## config.mk

```make
export PLATFORM = sky130hd
export DESIGN_NAME = slc_ctrl
export DESIGN_NICKNAME = d
export VERILOG_FILES = /design/src/hdl/slc_pkg.sv /design/src/hdl/slc_ctrl.sv
export SDC_FILE = /design/constraint.sdc
export NUM_CORES = 1
export LEC_CHECK = 0
export BUFFER_PORTS_ARGS = -buffer_cell sky130_fd_sc_hd__clkbuf_2
export CAP_MARGIN = 25
export CORE_AREA = 2 2 39 41
export DETAILED_ROUTE_END_ITERATION = 10
export DIE_AREA = 0 0 41 43
export SLEW_MARGIN = 0
export SYNTH_ARGS = -nofsm -noshare
export SYNTH_HDL_FRONTEND = slang
export SYNTH_SLANG_ARGS = --single-unit
```

## constraint.sdc

```tcl
create_clock -name i_clk -period 3 [get_ports i_clk]
set_input_delay 0.6 -clock i_clk [delete_from_list [all_inputs] [get_ports i_clk]]
set_output_delay 0.6 -clock i_clk [all_outputs]
set_load 0.01 [all_outputs]
```

## src/hdl/slc_pkg.sv

```systemverilog
// Shared types, codes and constants of the stroke line canvas.
`default_nettype none

package slc_pkg;

    localparam int unsigned COORD_W = 12;
    localparam int unsigned ERR_W   = 15;

    localparam logic [15:0] GREY_565 = 16'h7BEF;

    localparam logic [1:0] OP_PRESS   = 2'd0;
    localparam logic [1:0] OP_RELEASE = 2'd1;
    localparam logic [1:0] OP_CLEAR   = 2'd2;
    localparam logic [1:0] OP_READ    = 2'd3;

    // Register index as seen on bit 2 of the byte address.
    localparam logic REG_DRAW_COLOR = 1'b0;

    typedef struct packed {
        logic [1:0]                 opcode;
        logic signed [COORD_W-1:0]  x_coord;
        logic signed [COORD_W-1:0]  y_coord;
    } t_in_item;

    typedef struct packed {
        logic [15:0] pixel_raw;
        logic [7:0]  red_8;
        logic [7:0]  green_8;
        logic [7:0]  blue_8;
        logic        in_range;
    } t_out_item;

    typedef enum logic [2:0] {
        ST_INIT,
        ST_IDLE,
        ST_LINE,
        ST_SWEEP,
        ST_READ,
        ST_RESULT
    } t_state;

    typedef struct packed {
        logic load;
        logic step;
        logic sweep;
        logic rd_en;
        logic emit;
    } t_dp_cmd;

    typedef struct packed {
        logic line_done;
        logic sweep_done;
        logic out_free;
    } t_dp_stat;

endpackage

`default_nettype wire

```

## src/hdl/slc_ctrl.sv

```systemverilog
// Controller state machine that sequences requests through the canvas datapath.
`default_nettype none

module slc_ctrl
    import slc_pkg::*;
(
    input  wire logic     i_clk,
    input  wire logic     i_rst_n,
    input  wire logic     i_valid,
    input  wire logic [1:0] i_opcode,
    input  wire t_dp_stat i_stat,
    output t_dp_cmd       o_cmd,
    output logic          o_stall
);

    t_state r_state;
    t_state n_state;

    always_ff @(posedge i_clk) begin
        if (!i_rst_n) begin
            r_state <= ST_INIT;
        end else begin
            r_state <= n_state;
        end
    end

    always_comb begin
        n_state = r_state;
        o_cmd   = '0;
        o_stall = 1'b1;
        case (r_state)
            ST_INIT: begin
                o_cmd.sweep = 1'b1;
                if (i_stat.sweep_done) begin
                    n_state = ST_IDLE;
                end
            end
            ST_IDLE: begin
                o_stall = 1'b0;
                if (i_valid) begin
                    o_cmd.load = 1'b1;
                    case (i_opcode)
                        OP_PRESS:   n_state = ST_LINE;
                        OP_RELEASE: n_state = ST_RESULT;
                        OP_CLEAR:   n_state = ST_SWEEP;
                        OP_READ:    n_state = ST_READ;
                        default:    n_state = ST_RESULT;
                    endcase
                end
            end
            ST_LINE: begin
                o_cmd.step = 1'b1;
                if (i_stat.line_done) begin
                    n_state = ST_RESULT;
                end
            end
            ST_SWEEP: begin
                o_cmd.sweep = 1'b1;
                if (i_stat.sweep_done) begin
                    n_state = ST_RESULT;
                end
            end
            ST_READ: begin
                o_cmd.rd_en = 1'b1;
                n_state     = ST_RESULT;
            end
            ST_RESULT: begin
                if (i_stat.out_free) begin
                    o_cmd.emit = 1'b1;
                    n_state    = ST_IDLE;
                end
            end
            default: begin
                n_state = ST_IDLE;
            end
        endcase
    end

    // A new request is only taken while nothing else is in flight.
    a_load_only_idle: assert property (@(posedge i_clk) disable iff (!i_rst_n)
        o_cmd.load |=> (r_state != ST_IDLE))
        else $error("request taken but controller stayed idle");

    a_emit_then_idle: assert property (@(posedge i_clk) disable iff (!i_rst_n)
        o_cmd.emit |=> (r_state == ST_IDLE))
        else $error("result emitted without returning to idle");

    a_no_emit_and_load: assert property (@(posedge i_clk) disable iff (!i_rst_n)
        !(o_cmd.emit && o_cmd.load))
        else $error("result and new request in the same cycle");

endmodule

`default_nettype wire

```

After elaboration in Yosys (flattened, before gate mapping) --
Index checks and enable logic that the tools add are counted.
Word-level totals: register bits 3, bits of input ports 8, output and inout bits 6, logic and storage cells 33
Operators by class: equal/unequal tests 13, mux-type cells 15, reduce and logical (&&, ||, !) cells 4
Operators with widths (count):
- $pmux 3 s6 | 1
- $mux 3 | 5
- $pmux 3 s4 | 1
- $ne 2x2->1 const B | 5
- $mux 1 | 8
- $eq 3x2->1 const B | 2
- $eq 3x3->1 const B | 2
- $reduce_and 5->1 | 1
- $eq 2x2->1 const B | 2
- $eq 3x1->1 const B | 1
- $logic_not 3->1 | 1
- $eq 2x1->1 const B | 1
- $logic_not 2->1 | 1
- $reduce_or 2->1 | 1

Longest topological paths before layout --
word-level depth 4, depth in mapped cells 5, mapped depth without buffers 5

Worst setup path after synthesis --
Ideal clock, no wire load.
path kind register to output, from register r_state[1], to output o_cmd[2] in the netlist's numbering, arrival 0.950 ns, data required time 2.400 ns, slack 1.450 ns, stages on the path, launching flop included 4, path buffers 1, path through dfxtp_1 -> buf_6 -> and2b_2 -> nor3_1
RTL lines:
- start: declaration | line slc_ctrl.sv:16 | t_state r_state;
- start signal: assignment | line slc_ctrl.sv:23 | r_state <= n_state;
- end: declaration | line slc_ctrl.sv:12 | output t_dp_cmd o_cmd,

==> metrics.log <==
[metrics] number of nets at the end of the flow: 61
[metrics] warnings from Yosys: 0
[metrics] worst setup slack before clock tree synthesis: between 1 and 1.5 ns
[metrics] vias per cell: 4.609
[metrics] startpoint of the tightest hold check path: i_rst_n
[metrics] Least-Margin Pin Slew: 0.3707 ns
[metrics] antenna diode count: 0
[metrics] flop and latch count out of synthesis: 3
[metrics] max-slew violation total from the final report: 0
[metrics] register bank with the most flops: r_state
[metrics] number of clock sinks: 3
[metrics] number of antenna violations at the first check in global routing: 0
[metrics] number of I/O pins: 14
[metrics] total leakage power: 0.2028 nW
[metrics] number of nets with antenna violations after detailed routing: 0
[metrics] registers with the highest flip-flop counts: r_state: 3 flops
[metrics] total gr overflow: 0
[metrics] Max Fanout on Critical Path: 10
[metrics] vias in the first global route: 274
[metrics] endpoint required time on the critical path: 2.40 ns
[metrics] skew final: around 0.000038 ns
[metrics] CTS root buffer: sky130_fd_sc_hd__clkbuf_4
[metrics] Tmin final: a little under 2 ns
[metrics] final setup TNS: 0 ns
[metrics] Chip Height: 43 µm
[metrics] RePlAce Congestion: 0.6484
[metrics] Setup crit start kind: flip-flop
[metrics] maximum vdd drop: 0.1271 mV
[metrics] CTS H-Tree Depth: 1
[metrics] number of buffers inserted for hold repair after clock tree synthesis: 0
[metrics] min setup slack post-route: around 1.0 ns
[metrics] number of buffers inserted by post-CTS setup repair: 0
[metrics] number of different library cells in the post-synthesis netlist: 24
[metrics] Routed WL per cell: around 10 µm
[metrics] count of input and output buffers: 13
[metrics] Clk pin slew, worst setup/hold paths: roughly 0.04 ns
[metrics] detailed-route via count: 295
[metrics] Die Wd: 41 µm
[metrics] unrepaired setup endpoints after global routing: false
[metrics] Initial DRT Pass Iterations: 2
[metrics] DRC viols: 0
[metrics] total clock buffers created by CTS: 3
[metrics] maximum number of pins on one net before global-route repair: 12
[metrics] DRC marker count from the first detailed-route iteration: 2
[metrics] highest clock rate: between 500 and 600 MHz
[metrics] Slew Limit Headroom: between 70 and 80%
[metrics] top library cells by usage in the layout, fill and taps aside: sky130_fd_sc_hd__clkbuf_2 (13), sky130_fd_sc_hd__ha_1 (4), sky130_fd_sc_hd__inv_1 (3), sky130_fd_sc_hd__clkbuf_4 (3), sky130_fd_sc_hd__dfxtp_1 (3)
[metrics] placed cell area: 381.6 µm²
[metrics] final HPWL from detailed placement: 517.9 µm
[metrics] Largest stage delay, worst path: 0.50 ns
[metrics] wire length after detailed routing: 668 µm
[metrics] average size of a mapped cell: 9.421 µm²
[metrics] Final Setup Violations: 0
[metrics] starting density of the core: 23.15%
[metrics] wire length of the first global-routing pass: 1124 µm
[metrics] leading cell type in the layout, fill and taps excluded: sky130_fd_sc_hd__clkbuf_2
[metrics] Critical path buffers and inverters: 1
[metrics] fraction of the mapped netlist area in simple logic gates: 23.05%
[metrics] number of rows in the core area: 14
[metrics] start-to-end type of the worst setup path: reg2out
[metrics] cell family with most CP delay: flip-flops
[metrics] Reg-to-Reg Start: r_state[1]
[metrics] share of the synthesized area in compound gates (AO/OA/AOI/OAI): around a quarter
[metrics] Hold Fails Final Rpt: 0
[metrics] multiplexer fraction of the synthesized cell area: 7.813%
[metrics] area of all placed cells without fillers: 407.9 µm²
[metrics] part of the Yosys area used for sequential elements: 18.75%
[metrics] Cells on Worst Hold Path: 3
[metrics] Worst-Skew Late Latency: 0.23 ns
[metrics] number of cells produced by synthesis: 34
[metrics] number of resized instances in the post-cts repair step: 0
[metrics] floorplan core area: 1384 µm²
[metrics] buffers from clock root to sink, at most: 2
[metrics] post-synthesis net count: 46
[metrics] portion of synthesized cell area occupied by the leading cell type: about a fifth
[metrics] fraction of synthesized cell area in xor and xnor cells: 0%
[metrics] cell with the biggest individual delay on the critical path: sky130_fd_sc_hd__dfxtp_1
[metrics] Crit. End Element: primary output
[metrics] layout cell share with drive strength beyond 1: 45.83%
[metrics] terminating pin of the worst hold path: r_state[0]
[metrics] TritonCTS clock tree: built
[metrics] area leader, netlist: sky130_fd_sc_hd__dfxtp_1
[metrics] depth of the worst register-to-register path: 3
[metrics] main area contributors after synthesis: sky130_fd_sc_hd__dfxtp_1 (19%), sky130_fd_sc_hd__ha_1 (16%), sky130_fd_sc_hd__a221oi_2 (4.7%)
[metrics] Post-Synth Adder-Cell Area: between 10% and 20%
[metrics] cell chain of the critical path: and2b_2 > nor3_1 > clkbuf_2
[metrics] combinational family with the most area after synthesis: compound AO/OA/AOI/OAI gates
[metrics] reg-to-reg setup timing slack: 1.80 ns
[metrics] area overhead of the layout relative to synthesis: 27.34%
[metrics] arrival time of data at the critical path endpoint: 1.35 ns
[metrics] min-delay worst type: in2reg
[metrics] result of the run: finished, final reports clean
[metrics] fin crit share: approximately two thirds
[metrics] die footprint: roughly 1800 µm²
[metrics] max reg flops: 3
[metrics] total standard cell area after synthesis: 320.3 µm²
[metrics] number of maximum-capacitance constraint violations: 0
[metrics] Critical R2R Capture: r_state[0]
[metrics] global routing usage summed across all routing layers: a little over a tenth
[metrics] power per unit of standard cell area: just under 400 nW/µm²
[power by group]
group	internal [W]	leakage, nW	switching, W
combinational	0.0000196	0.163	0.0000172
sequential	0.0000426	0.0246	0.00000605
clock	0.0000499	0.0150	0.0000223
total	0.000112	0.203	0.0000455
[cells by family (layout without fill, tap and decap cells)]
| kind of cell | Yosys count | count (layout) |
|---|---|---|
| AOI/OAI and AO/OA | 9 | 9 |
| adders and majority gates | 4 | 4 |
| buffers and inverters | 6 | 20 |
| DFF | 3 | 3 |
| muxes | 2 | 2 |
| and+or+nand+nor | 10 | 10 |
[how the worst max path moves through the flow]
stage	cells past startpoint	from	endpoint
after CTS	3	r_state[1]	o_cmd[2]
after floorplan	3	r_state[1]	o_cmd[2]
after global placement	3	i_valid	o_cmd[4]
after global routing	3	r_state[1]	o_cmd[2]
after detailed placement	3	r_state[1]	o_cmd[2]
final	3	r_state[1]	o_cmd[2]
[stage by stage]
step / utilization, % / hold slack, ns / power (W) / instances
after floorplan: - / 0.5774 / 0.00007465 / 34
after global placement: 27.58 / 0.6060 / 0.00008636 / 60
after detailed placement: 27.58 / 0.6160 / 0.00008672 / 60
after CTS: 29.48 / 0.6109 / 0.0001626 / 64
after global routing: 29.48 / 0.6308 / 0.0001679 / 64
final: 29.48 / 0.6164 / 0.0001576 / 64
[cell type report]
type | instances | area, µm²
well taps | 16 | 20.02
multi-input cells | 25 | 225.2
inverters | 3 | 11.26
clock buffers | 4 | 26.28
fillers | 156 | 975.9
repair buffers | 13 | 65.06
flip-flops and latches | 3 | 60.06
[worst register-to-register path, cell delays in order, from the launching register on]
cell                      delay [ns]
sky130_fd_sc_hd__dfxtp_1        0.50
sky130_fd_sc_hd__mux2_4         0.33
sky130_fd_sc_hd__o31ai_1        0.20
sky130_fd_sc_hd__a21oi_1        0.06
[cell usage after synthesis, drive strengths merged]
| cell type | count |
|---|---|
| a21boi | 1 |
| a21o | 1 |
| a21oi | 2 |
| a221oi | 1 |
| and2b | 1 |
| and3 | 1 |
| and4bb | 1 |
| buf | 3 |
| dfxtp | 3 |
| ha | 4 |
| inv | 3 |
| mux2 | 1 |
| mux2i | 1 |
| nand2b | 2 |
| nand3b | 1 |
| nor2b | 1 |
| nor3 | 1 |
| nor3b | 2 |
| o21a | 1 |
| o21ai | 1 |
| o31ai | 1 |
| o41ai | 1 |
[layer usage]
metal	part of all wire (%)	vias up	GRT usage (%)	routed length, µm
li1	-	152	-	-
met1	39	133	11.18	262
met2	51	8	12.81	340
met3	6.7	2	3.665	45
met4	2.8	0	14.00	19
met5	0	-	0	0
Power figures use the tool's default switching activity.
